===== config.mk =====
export PLATFORM = sky130hd
export DESIGN_NAME = nmea_gga_position_parser_unit
export DESIGN_NICKNAME = d
export VERILOG_FILES = /design/src/sv/ngpp_pkg.sv /design/src/sv/ngpp_front.sv /design/src/sv/ngpp_queue.sv /design/src/sv/ngpp_back.sv /design/src/sv/nmea_gga_position_parser_unit.sv
export VERILOG_INCLUDE_DIRS = /design/src /design/src/sv
export SDC_FILE = /design/constraint.sdc
export NUM_CORES = 2
export LEC_CHECK = 0
export BUFFER_PORTS_ARGS = -buffer_cell sky130_fd_sc_hd__buf_2
export CAP_MARGIN = 20
export CELL_PAD_IN_SITES_DETAIL_PLACEMENT = 2
export CELL_PAD_IN_SITES_GLOBAL_PLACEMENT = 2
export CORE_ASPECT_RATIO = 0.5
export CORE_MARGIN = 2
export CORE_UTILIZATION = 41
export CTS_BUF_LIST = sky130_fd_sc_hd__clkbuf_16
export CTS_CLUSTER_SIZE = 12
export DETAILED_ROUTE_END_ITERATION = 12
export GPL_TIMING_DRIVEN = 0
export PLACE_DENSITY = 0.85
export SETUP_SLACK_MARGIN = 0.3
export SLEW_MARGIN = 15
export SYNTH_ARGS = -nofsm -noshare
export SYNTH_HDL_FRONTEND = slang
export SYNTH_SLANG_ARGS = --single-unit

===== constraint.sdc =====
create_clock -name clk -period 8.3 [get_ports clk]
set_clock_uncertainty 0.05 [all_clocks]
set_input_delay 1.245 -clock clk [delete_from_list [all_inputs] [get_ports clk]]
set_output_delay 1.245 -clock clk [all_outputs]
set_load 0.02 [all_outputs]

===== src/sv/assert_macros.svh =====
// assertion helpers, sampled on clk and disabled while rst_n is low
`ifndef ASSERT_MACROS_SVH
`define ASSERT_MACROS_SVH

// implication or plain property checked on every rising edge
`define CHK_PROP(lbl, prop, msg) \
    lbl: assert property (@(posedge clk) disable iff (!rst_n) (prop)) else $error(msg);

// condition that must never be true
`define CHK_NEVER(lbl, expr, msg) \
    `CHK_PROP(lbl, !(expr), msg)

`endif


===== src/sv/ngpp_pkg.sv =====
`timescale 1ns / 1ps
package ngpp_pkg;

    localparam logic [7:0] CHAR_LF    = 8'd10;
    localparam logic [7:0] CHAR_COMMA = 8'd44;
    localparam logic [7:0] CHAR_DOT   = 8'd46;

    // "$GPGGA", padded
    localparam logic [7:0] GGA_TAG [8] = '{8'h24, 8'h47, 8'h50, 8'h47, 8'h47, 8'h41,
                                           8'h00, 8'h00};
    localparam logic [2:0] TAG_LEN = 3'd6;

    localparam logic [23:0] POW10 [8] = '{24'd1, 24'd10, 24'd100, 24'd1000, 24'd10000,
                                          24'd100000, 24'd1000000, 24'd10000000};

    localparam logic [2:0] FIELD_TIME = 3'd1;
    localparam logic [2:0] FIELD_LAT  = 3'd2;
    localparam logic [2:0] FIELD_LON  = 3'd4;
    localparam logic [2:0] FIELD_MAX  = 3'd5;

    localparam logic [17:0] TIME_SAT_M1 = 18'd239999;
    localparam logic [17:0] TIME_SAT    = 18'd240000;
    localparam logic [17:0] COORD_SAT   = 18'd18100;

    localparam int QDEPTH = 4;

    localparam logic [1:0] ST_ACCEPT  = 2'd0;
    localparam logic [1:0] ST_DISCARD = 2'd1;
    localparam logic [1:0] ST_HALT    = 2'd2;

    // one finished line, integer and fraction parts kept apart
    typedef struct packed {
        logic        ok;
        logic [17:0] t;
        logic [14:0] lat_ip;
        logic [23:0] lat_f;
        logic [14:0] lon_ip;
        logic [23:0] lon_f;
    } fix_rec_t;

    typedef struct packed {
        logic full;
        logic empty;
    } queue_stat_t;

endpackage


===== src/sv/ngpp_front.sv =====
`timescale 1ns / 1ps
module ngpp_front
    import ngpp_pkg::*;
#(
    parameter int FRAC_DIGITS = 5
)
(
    input  logic        clk,
    input  logic        rst_n,
    input  logic        accept,
    input  logic [7:0]  byte_in,
    output logic        push,
    output fix_rec_t    rec
);

    logic [2:0]  fi_reg, fi_next;
    logic [2:0]  pos_reg, pos_next;
    logic        tok_reg, tok_next;
    logic        lv_reg, lv_next;
    logic [17:0] t_reg, t_next;
    logic [14:0] lat_ip_reg, lat_ip_next, lon_ip_reg, lon_ip_next;
    logic [23:0] lat_f_reg, lat_f_next, lon_f_reg, lon_f_next;
    logic        has_int_reg, has_int_next;
    logic [2:0]  fcnt_reg, fcnt_next;
    logic [1:0]  dot_reg, dot_next;

    logic        checked;
    logic        is_digit;
    logic [3:0]  dig;
    logic [21:0] tx;
    logic [17:0] ipx;
    logic [14:0] cur_ip, new_ip;
    logic [23:0] cur_f, new_f;
    logic [2:0]  pidx;
    logic        tok_close, lv_close;

    assign checked  = (fi_reg == FIELD_TIME) || (fi_reg == FIELD_LAT) || (fi_reg == FIELD_LON);
    assign is_digit = (byte_in >= 8'd48) && (byte_in <= 8'd57);
    assign dig      = 4'(byte_in - 8'd48);
    assign tx       = {4'd0, t_reg} * 22'd10 + 22'(dig);
    assign cur_ip   = (fi_reg == FIELD_LAT) ? lat_ip_reg : lon_ip_reg;
    assign cur_f    = (fi_reg == FIELD_LAT) ? lat_f_reg : lon_f_reg;
    assign ipx      = {3'd0, cur_ip} * 18'd10 + 18'(dig);
    assign pidx     = 3'(FRAC_DIGITS - 1) - fcnt_reg;

    // field close, shared by comma and line end
    always_comb
    begin
        tok_close = tok_reg;
        lv_close  = lv_reg;
        if (fi_reg == 3'd0)
        begin
            tok_close = tok_reg && (pos_reg == TAG_LEN);
        end
        else if (tok_reg && checked && !has_int_reg)
        begin
            lv_close = 1'b0;
        end
    end

    always_comb
    begin
        new_ip = cur_ip;
        new_f  = cur_f;
        if (dot_reg == 2'd0)
        begin
            new_ip = (ipx > COORD_SAT) ? 15'(COORD_SAT) : 15'(ipx);
        end
        else if (dot_reg == 2'd1 && fcnt_reg < 3'(FRAC_DIGITS))
        begin
            new_f = cur_f + 24'(dig) * POW10[pidx];
        end
    end

    always_comb
    begin
        fi_next      = fi_reg;
        pos_next     = pos_reg;
        tok_next     = tok_reg;
        lv_next      = lv_reg;
        t_next       = t_reg;
        lat_ip_next  = lat_ip_reg;
        lat_f_next   = lat_f_reg;
        lon_ip_next  = lon_ip_reg;
        lon_f_next   = lon_f_reg;
        has_int_next = has_int_reg;
        fcnt_next    = fcnt_reg;
        dot_next     = dot_reg;
        push         = 1'b0;
        rec.ok       = lv_close && (fi_reg >= FIELD_LON);
        rec.t        = t_reg;
        rec.lat_ip   = lat_ip_reg;
        rec.lat_f    = lat_f_reg;
        rec.lon_ip   = lon_ip_reg;
        rec.lon_f    = lon_f_reg;
        if (accept)
        begin
            if (byte_in == CHAR_LF)
            begin
                push         = tok_close;
                fi_next      = 3'd0;
                pos_next     = 3'd0;
                tok_next     = 1'b1;
                lv_next      = 1'b1;
                t_next       = '0;
                lat_ip_next  = '0;
                lat_f_next   = '0;
                lon_ip_next  = '0;
                lon_f_next   = '0;
                has_int_next = 1'b0;
                fcnt_next    = '0;
                dot_next     = '0;
            end
            else if (byte_in == CHAR_COMMA)
            begin
                tok_next     = tok_close;
                lv_next      = lv_close;
                if (fi_reg < FIELD_MAX)
                begin
                    fi_next = fi_reg + 3'd1;
                end
                has_int_next = 1'b0;
                fcnt_next    = '0;
                dot_next     = '0;
            end
            else if (fi_reg == 3'd0)
            begin
                if (tok_reg)
                begin
                    if (pos_reg < TAG_LEN && byte_in == GGA_TAG[pos_reg])
                    begin
                        pos_next = pos_reg + 3'd1;
                    end
                    else
                    begin
                        tok_next = 1'b0;
                    end
                end
            end
            else if (tok_reg && checked)
            begin
                if (is_digit)
                begin
                    if (fi_reg == FIELD_TIME)
                    begin
                        if (dot_reg == 2'd0)
                        begin
                            t_next = (tx > 22'(TIME_SAT_M1)) ? TIME_SAT : 18'(tx);
                        end
                    end
                    else if (fi_reg == FIELD_LAT)
                    begin
                        lat_ip_next = new_ip;
                        lat_f_next  = new_f;
                    end
                    else
                    begin
                        lon_ip_next = new_ip;
                        lon_f_next  = new_f;
                    end
                    if (dot_reg == 2'd1 && fcnt_reg < 3'(FRAC_DIGITS) && fi_reg != FIELD_TIME)
                    begin
                        fcnt_next = fcnt_reg + 3'd1;
                    end
                    if (dot_reg == 2'd0)
                    begin
                        has_int_next = 1'b1;
                    end
                end
                else if (byte_in == CHAR_DOT)
                begin
                    if (dot_reg < 2'd2)
                    begin
                        dot_next = dot_reg + 2'd1;
                    end
                end
                else
                begin
                    lv_next = 1'b0;
                end
            end
        end
    end

    always_ff @(posedge clk or negedge rst_n)
    begin
        if (!rst_n)
        begin
            fi_reg      <= '0;
            pos_reg     <= '0;
            tok_reg     <= 1'b1;
            lv_reg      <= 1'b1;
            t_reg       <= '0;
            lat_ip_reg  <= '0;
            lat_f_reg   <= '0;
            lon_ip_reg  <= '0;
            lon_f_reg   <= '0;
            has_int_reg <= 1'b0;
            fcnt_reg    <= '0;
            dot_reg     <= '0;
        end
        else
        begin
            fi_reg      <= fi_next;
            pos_reg     <= pos_next;
            tok_reg     <= tok_next;
            lv_reg      <= lv_next;
            t_reg       <= t_next;
            lat_ip_reg  <= lat_ip_next;
            lat_f_reg   <= lat_f_next;
            lon_ip_reg  <= lon_ip_next;
            lon_f_reg   <= lon_f_next;
            has_int_reg <= has_int_next;
            fcnt_reg    <= fcnt_next;
            dot_reg     <= dot_next;
        end
    end

endmodule


===== src/sv/ngpp_queue.sv =====
`timescale 1ns / 1ps
module ngpp_queue
    import ngpp_pkg::*;
(
    input  logic        clk,
    input  logic        rst_n,
    input  logic        push,
    input  fix_rec_t    push_data,
    input  logic        pop,
    output fix_rec_t    head,
    output queue_stat_t stat
);

    localparam int PW = $clog2(QDEPTH);

    fix_rec_t          mem_reg [QDEPTH];
    logic [PW-1:0]     wp_reg, rp_reg;
    logic [PW:0]       cnt_reg;
    logic              do_push, do_pop;

    assign stat.full  = (cnt_reg == (PW+1)'(QDEPTH));
    assign stat.empty = (cnt_reg == '0);
    assign do_push    = push && !stat.full;
    assign do_pop     = pop && !stat.empty;
    assign head       = mem_reg[rp_reg];

    always_ff @(posedge clk)
    begin
        if (do_push)
        begin
            mem_reg[wp_reg] <= push_data;
        end
    end

    always_ff @(posedge clk or negedge rst_n)
    begin
        if (!rst_n)
        begin
            wp_reg  <= '0;
            rp_reg  <= '0;
            cnt_reg <= '0;
        end
        else
        begin
            if (do_push)
            begin
                wp_reg <= wp_reg + 1'b1;
            end
            if (do_pop)
            begin
                rp_reg <= rp_reg + 1'b1;
            end
            cnt_reg <= cnt_reg + (PW+1)'(do_push) - (PW+1)'(do_pop);
        end
    end

endmodule


===== src/sv/ngpp_back.sv =====
`timescale 1ns / 1ps
module ngpp_back
    import ngpp_pkg::*;
#(
    parameter int FRAC_DIGITS = 5
)
(
    input  logic        clk,
    input  logic        rst_n,
    input  fix_rec_t    head,
    input  queue_stat_t qstat,
    output logic        pop,
    output logic        m_tvalid,
    input  logic        m_tready,
    output logic [79:0] m_tdata,
    output logic [1:0]  m_tuser
);

    localparam logic [23:0] PF    = POW10[7 - FRAC_DIGITS];
    localparam logic [18:0] M_H   = 19'd429497;
    localparam logic [12:0] M_DEG = 13'd5243;
    localparam logic [14:0] M_MN  = 15'd20972;
    localparam logic [28:0] M_15  = 29'd286331154;

    typedef enum logic [5:0] {
        B_IDLE = 6'b000001,
        B_DIV  = 6'b000010,
        B_REM  = 6'b000100,
        B_MUL  = 6'b001000,
        B_FIN  = 6'b010000,
        B_OUT  = 6'b100000
    } bstate_t;

    bstate_t     st_reg, st_next;
    fix_rec_t    rec_reg;
    logic [4:0]  h_reg;
    logic [7:0]  lad_reg, lod_reg;
    logic [13:0] r_reg;
    logic [6:0]  lam_reg, lom_reg, mn_reg, sec_reg;
    logic [13:0] lat_t_reg, lon_t_reg;
    logic [27:0] lay_reg, loy_reg;
    logic [23:0] laq_reg, loq_reg;
    logic [30:0] lae_reg, loe_reg;
    logic        lbad_reg, obad_reg;
    logic [16:0] last_reg;
    logic        halted_reg;
    logic        ov_reg;
    logic [79:0] od_reg;
    logic [1:0]  os_reg;

    logic [36:0] hp;
    logic [27:0] ladp, lodp;
    logic [28:0] mnp;
    logic [56:0] laqp, loqp;
    logic [16:0] ts;
    logic        tok;
    logic        out_free;
    logic [1:0]  status;

    assign hp       = {19'd0, head.t} * 37'(M_H);
    assign ladp     = {13'd0, rec_reg.lat_ip} * 28'(M_DEG);
    assign lodp     = {13'd0, rec_reg.lon_ip} * 28'(M_DEG);
    assign mnp      = {15'd0, r_reg} * 29'(M_MN);
    assign laqp     = {29'd0, lay_reg} * 57'(M_15);
    assign loqp     = {29'd0, loy_reg} * 57'(M_15);
    assign ts       = 17'(h_reg) * 17'd3600 + 17'(mn_reg) * 17'd60 + 17'(sec_reg);
    assign tok      = (h_reg <= 5'd23) && (mn_reg <= 7'd59) && (sec_reg <= 7'd59);
    assign out_free = !ov_reg || m_tready;
    assign pop      = (st_reg == B_IDLE) && !qstat.empty;

    always_comb
    begin
        if (!rec_reg.ok || !tok || lbad_reg || obad_reg)
        begin
            status = ST_DISCARD;
        end
        else if (ts <= last_reg)
        begin
            status = ST_HALT;
        end
        else
        begin
            status = ST_ACCEPT;
        end
    end

    always_comb
    begin
        st_next = st_reg;
        unique case (st_reg)
            B_IDLE: if (!qstat.empty && !halted_reg) st_next = B_DIV;
            B_DIV:  st_next = B_REM;
            B_REM:  st_next = B_MUL;
            B_MUL:  st_next = B_FIN;
            B_FIN:  st_next = B_OUT;
            B_OUT:  if (out_free) st_next = B_IDLE;
            default: st_next = B_IDLE;
        endcase
    end

    // datapath, one step of the conversion per state
    always_ff @(posedge clk)
    begin
        if (st_reg == B_IDLE)
        begin
            rec_reg <= head;
            h_reg   <= hp[36:32];
        end
        if (st_reg == B_DIV)
        begin
            lad_reg <= 8'(ladp[27:19]);
            lod_reg <= 8'(lodp[27:19]);
        end
        if (st_reg == B_REM)
        begin
            r_reg   <= 14'(rec_reg.t - 18'(h_reg) * 18'd10000);
            lam_reg <= 7'(rec_reg.lat_ip - 15'(lad_reg) * 15'd100);
            lom_reg <= 7'(rec_reg.lon_ip - 15'(lod_reg) * 15'd100);
        end
        if (st_reg == B_MUL)
        begin
            mn_reg    <= 7'(mnp[28:21]);
            lat_t_reg <= 14'(lad_reg) * 14'd60 + 14'(lam_reg);
            lon_t_reg <= 14'(lod_reg) * 14'd60 + 14'(lom_reg);
            lay_reg   <= 28'((32'(lam_reg) * 32'd10000000
                              + 32'(rec_reg.lat_f) * 32'(PF)) >> 2);
            loy_reg   <= 28'((32'(lom_reg) * 32'd10000000
                              + 32'(rec_reg.lon_f) * 32'(PF)) >> 2);
        end
        if (st_reg == B_FIN)
        begin
            sec_reg  <= 7'(r_reg - 14'(mn_reg) * 14'd100);
            laq_reg  <= laqp[55:32];
            loq_reg  <= loqp[55:32];
            lae_reg  <= 31'(lad_reg) * 31'd10000000;
            loe_reg  <= 31'(lod_reg) * 31'd10000000;
            lbad_reg <= (lat_t_reg > 14'd10800)
                        || (lat_t_reg == 14'd10800 && rec_reg.lat_f != '0);
            obad_reg <= (lon_t_reg > 14'd10800)
                        || (lon_t_reg == 14'd10800 && rec_reg.lon_f != '0);
        end
        if (st_reg == B_OUT && out_free)
        begin
            os_reg <= status;
            if (status == ST_DISCARD)
            begin
                od_reg <= '0;
            end
            else
            begin
                od_reg <= {1'b0, loe_reg + 31'(loq_reg), lae_reg + 31'(laq_reg), ts};
            end
        end
    end

    always_ff @(posedge clk or negedge rst_n)
    begin
        if (!rst_n)
        begin
            st_reg     <= B_IDLE;
            last_reg   <= '0;
            halted_reg <= 1'b0;
            ov_reg     <= 1'b0;
        end
        else
        begin
            st_reg <= st_next;
            if (st_reg == B_OUT && out_free)
            begin
                ov_reg <= 1'b1;
                if (status == ST_ACCEPT)
                begin
                    last_reg <= ts;
                end
                if (status == ST_HALT)
                begin
                    halted_reg <= 1'b1;
                end
            end
            else if (m_tready)
            begin
                ov_reg <= 1'b0;
            end
        end
    end

    assign m_tvalid = ov_reg;
    assign m_tdata  = od_reg;
    assign m_tuser  = os_reg;

endmodule


===== src/sv/nmea_gga_position_parser_unit.sv =====
`timescale 1ns / 1ps
// channel  | signals                      | word
// ---------+------------------------------+-------------------------------------------
// s (in)   | s_tvalid s_tready s_tdata    | line_byte[7:0]
// m (out)  | m_tvalid m_tready m_tdata    | time_seconds, latitude_e7, longitude_e7
//          | m_tuser                      | status[1:0]
//
// one byte per cycle into the front parser; s_tready drops only while the
// four-entry line queue is full
// each finished $GPGGA line steps through back states IDLE, DIV, REM, MUL, FIN
// and OUT, its step sequence of reciprocal multiplies, plus any wait on m_tready
// asynchronous active-low reset clears parser, queue, last time and halt flag
// after a time-not-increasing result, bytes are still taken and queued lines dropped
module nmea_gga_position_parser_unit
    import ngpp_pkg::*;
#(
    parameter int FRAC_DIGITS = 5
)
(
    input  logic        clk,
    input  logic        rst_n,
    input  logic        s_tvalid,
    output logic        s_tready,
    input  logic [7:0]  s_tdata,    // line_byte[7:0]
    output logic        m_tvalid,
    input  logic        m_tready,
    output logic [79:0] m_tdata,    // time_seconds[16:0], latitude_e7[47:17],
                                    // longitude_e7[78:48], zero[79]
    output logic [1:0]  m_tuser     // status[1:0]
);

`include "assert_macros.svh"

    logic        accept;
    logic        push;
    logic        pop;
    fix_rec_t    rec;
    fix_rec_t    head;
    queue_stat_t qstat;

    // input stalls only when no queue slot is left for a line end
    assign s_tready = !qstat.full;
    assign accept   = s_tvalid && s_tready;

    // front: character classification, field split, digit accumulation
    ngpp_front #(.FRAC_DIGITS(FRAC_DIGITS)) u_front (
        .clk     (clk),
        .rst_n   (rst_n),
        .accept  (accept),
        .byte_in (s_tdata),
        .push    (push),
        .rec     (rec)
    );

    // queue decouples byte parsing from conversion
    ngpp_queue u_queue (
        .clk       (clk),
        .rst_n     (rst_n),
        .push      (push),
        .push_data (rec),
        .pop       (pop),
        .head      (head),
        .stat      (qstat)
    );

    // back: range checks, degree conversion, time order and halt
    ngpp_back #(.FRAC_DIGITS(FRAC_DIGITS)) u_back (
        .clk      (clk),
        .rst_n    (rst_n),
        .head     (head),
        .qstat    (qstat),
        .pop      (pop),
        .m_tvalid (m_tvalid),
        .m_tready (m_tready),
        .m_tdata  (m_tdata),
        .m_tuser  (m_tuser)
    );

    `CHK_PROP(a_status_code, m_tvalid |-> (m_tuser == ST_ACCEPT || m_tuser == ST_DISCARD || m_tuser == ST_HALT), "bad status code")
    `CHK_PROP(a_discard_zero, (m_tvalid && m_tuser == ST_DISCARD) |-> (m_tdata == '0), "discard word not zero")
    `CHK_NEVER(a_queue_flags, qstat.full && qstat.empty, "queue full and empty")
    `CHK_PROP(a_halt_last, (m_tvalid && m_tready && m_tuser == ST_HALT) |=> !m_tvalid, "word after halt")

endmodule

==> results.json <==
{
  "run_status": "finished clean",
  "critPathCaptureType": "flop",
  "maxSlewViolCount": 0,
  "synth_cells": 7992,
  "multi_input_area_um2": 55500,
  "critPathMaxFanout": 10,
  "root_buffer": "clkbuf_16",
  "hold_viol_final": 0,
  "setup_viol": 0,
  "post-route-drc-count": 0,
  "dp_hpwl_um": 261000,
  "period_share_pct": 96.4,
  "cts.sinks": 949,
  "place.gp.congestion": 0.836,
  "arrival_ps": 8640,
  "worstSkewPairLatency_ps": 810,
  "num_vias": 69265,
  "syn2layout_area_growth_pct": 9.31,
  "final_antenna_net_count": 0,
  "clk_path_buf_depth": 3,
  "final_cell_mix": "inv_1 (1756), ha_1 (1616), edfxtp_1 (807)",
  "cts_tree": "built",
  "ys_warn_count": 0,
  "rows": 121,
  "dieWidth_um": 666,
  "drtIter0Drc": 6480,
  "syn-cell-area_um2": 89900,
  "cpMaxStageDelayCell": "fa_1",
  "die_y_um": 335,
  "synth.net_count": 10398,
  "tightest_slew_ps": 1150,
  "wl_per_cell_um": 34.8,
  "cts-buffers-inserted": 102,
  "start_util_pct": 41.3,
  "fin_nets": 10640,
  "synth_edf_count": 807,
  "ys_types": 103,
  "rsz0062_at_grt": "true",
  "hold_buffers": 0,
  "max_stage_delay_ps": 560,
  "synth_seq_area_share_pct": 30.9,
  "r2r_start": "u_back.mn_reg[2]",
  "ys_seq_elements": 949,
  "setup_tns_ps": 0,
  "synth_ff_type": "edfxtp_1",
  "mostFrequentLayoutCell": "inv_1",
  "pin_count": 96,
  "grt_pass1_wl_um": 570000,
  "slew_headroom_pct": 23.2,
  "grt_use_total_pct": 34.7,
  "start_kind": "flop",
  "period_minus_slack_ps": 8010,
  "grt_max_degree": 92,
  "reg2reg_slack_ps": 290,
  "numPortBuffers": 92,
  "core_um2": 218000,
  "overflow": 0,
  "antenna_found_initial": 20,
  "drt_first_pass_iters": 6,
  "post-route-util_pct": 45.1,
  "synth.avg_cell_area_um2": 11.2,
  "critical_path.top_delay_family": "adder cells",
  "drive_above_1_share_pct": 6.76,
  "largest_register_ff_count": 388,
  "async_reset_ff_share_pct": 15.0,
  "worstPathRequired_ps": 8930,
  "register_area_um2": 27800,
  "crit_buf_inv": 3,
  "worstSetupPathType": "flop to flop",
  "die-area_um2": 223000,
  "cap_violations": 0,
  "clkTransAtPathRegs_ps": 70,
  "htreeDepth": 3,
  "fillCellCount": 21968,
  "drt_wl_total_um": 391000,
  "max_freq_ghz": 0.125,
  "reg2reg_to": "u_back.last_reg[9]",
  "rr_worst_depth": 28,
  "via_per_inst": 6.18,
  "hp-class": "input port to asynchronous set/reset pin",
  "grt_pass1_vias": 80912
}
[final cells by class]
cell class              count  area share, %
multi-input cells        5235           56.4
clock buffers             102           2.60
diodes                      8         0.0204
repair buffers            138           1.23
plain buffers              89          0.414
flip-flops and latches    949           28.3
clock inverters            87          0.762
inverters                1719           6.57
well taps                2890           3.68
[layer usage]
| layer | vias to the layer above | track usage (%) | share of wire (%) |
|---|---|---|---|
| met5 | - | 0 | 0.031 |
| met3 | 1700 | 6.82 | 7.0 |
| met1 | 36025 | 38.4 | 36 |
| met2 | 3910 | 61.4 | 50 |
| li1 | 27612 | - | - |
| met4 | 18 | 21.5 | 7.2 |
[metrics by stage]
step / worst slack [ps] / cells / hold slack (ps) / instance area [µm²]
2_1_floorplan: 423 / 7992 / 350 / 89900
3_3_place_gp: -2650 / 10974 / 352 / 94000
3_5_place_dp: -1540 / 11006 / 377 / 94700
4_1_cts: 141 / 11200 / 336 / 98100
5_1_grt: 148 / 11209 / 361 / 98200
6_report: 295 / 11217 / 317 / 98200
[worst register-to-register path, delay by kind of cell, from the launching register on]
family                     cells  cell delay [ps]
DFF                            1              470
AOI/OAI and AO/OA              8             1720
buffers and inverters          3              670
and+or+nand+nor                8             1700
adders and majority gates      6             2510
muxes                          1              380
xor gates and xnor gates       2              390
[cells by family after synthesis]
logic type               count (synthesis)  share of synthesized area [%]
multiplexers                           181                           3.47
other                                    1                        0.00417
AND/OR/NAND/NOR                       1225                           6.78
XOR/XNOR                               400                           3.90
buffers and inverters                 1808                           7.57
flip-flops                             949                           30.9
AO/OA/AOI/OAI                         1034                           7.53
adder cells (fa/ha/maj)               2394                           39.8
[how the worst max path moves through the flow]
stage	startpoint	endpoint	slack, ps	cells past startpoint
finish	u_back.mn_reg[2]	u_back.last_reg[9]	290	28
global route	u_back.mn_reg[2]	u_back.last_reg[8]	150	28
CTS	u_queue.rp_reg[0]	u_back.h_reg[4]	140	25
detailed placement	u_queue.rp_reg[0]	u_back.h_reg[4]	-1540	24
global placement	m_tready	u_back.last_reg[13]	-2650	6
floorplan	u_queue.rp_reg[0]	u_back.h_reg[4]	420	26
[synthesized netlist by cell type (12+ instances only)]
cell type  instances  area (µm²)
inv_1           1718        6450
ha_1            1616       20200
edfxtp_1         807       24200
fa_1             778       15600
nor2_1           304        1140
nand2_1          286        1070
xnor2_1          284        2490
a21oi_1          269        1350
o21ai_0          209        1050
dfrtp_1          139        3480
a21o_1           133         998
nor3_1           129         646
xor2_1           116        1020
nand3_1           98         490
mux4_2            97        2180
mux2_2            74         833
o21a_1            70         526
clkbuf_1          67         251
nor2b_1           67         419
and2_1            57         357
and3_1            52         325
nand2b_1          47         294
a31oi_1           46         288
nand4_1           40         250
or3_1             40         250
o21bai_1          37         278
a211oi_1          33         248
o211ai_1          29         218
or2_2             23         144
o21ai_1           21         105
nor3b_1           16         120
buf_1             14        52.6
o2111ai_1         14         123
a21boi_0          13        97.6
nor4_1            12        75.1
o31ai_1           12        90.1
[repair_timing]
action                     in CTS  in global routing
resized for setup              34                 25
buffers inserted                5                  6
setup endpoints to repair      56                 59
pin swaps                       1                  2
Power is left out: the tool's default activity adds up to more than one toggle a clock period on the data nets, which glitch-free logic cannot reach.
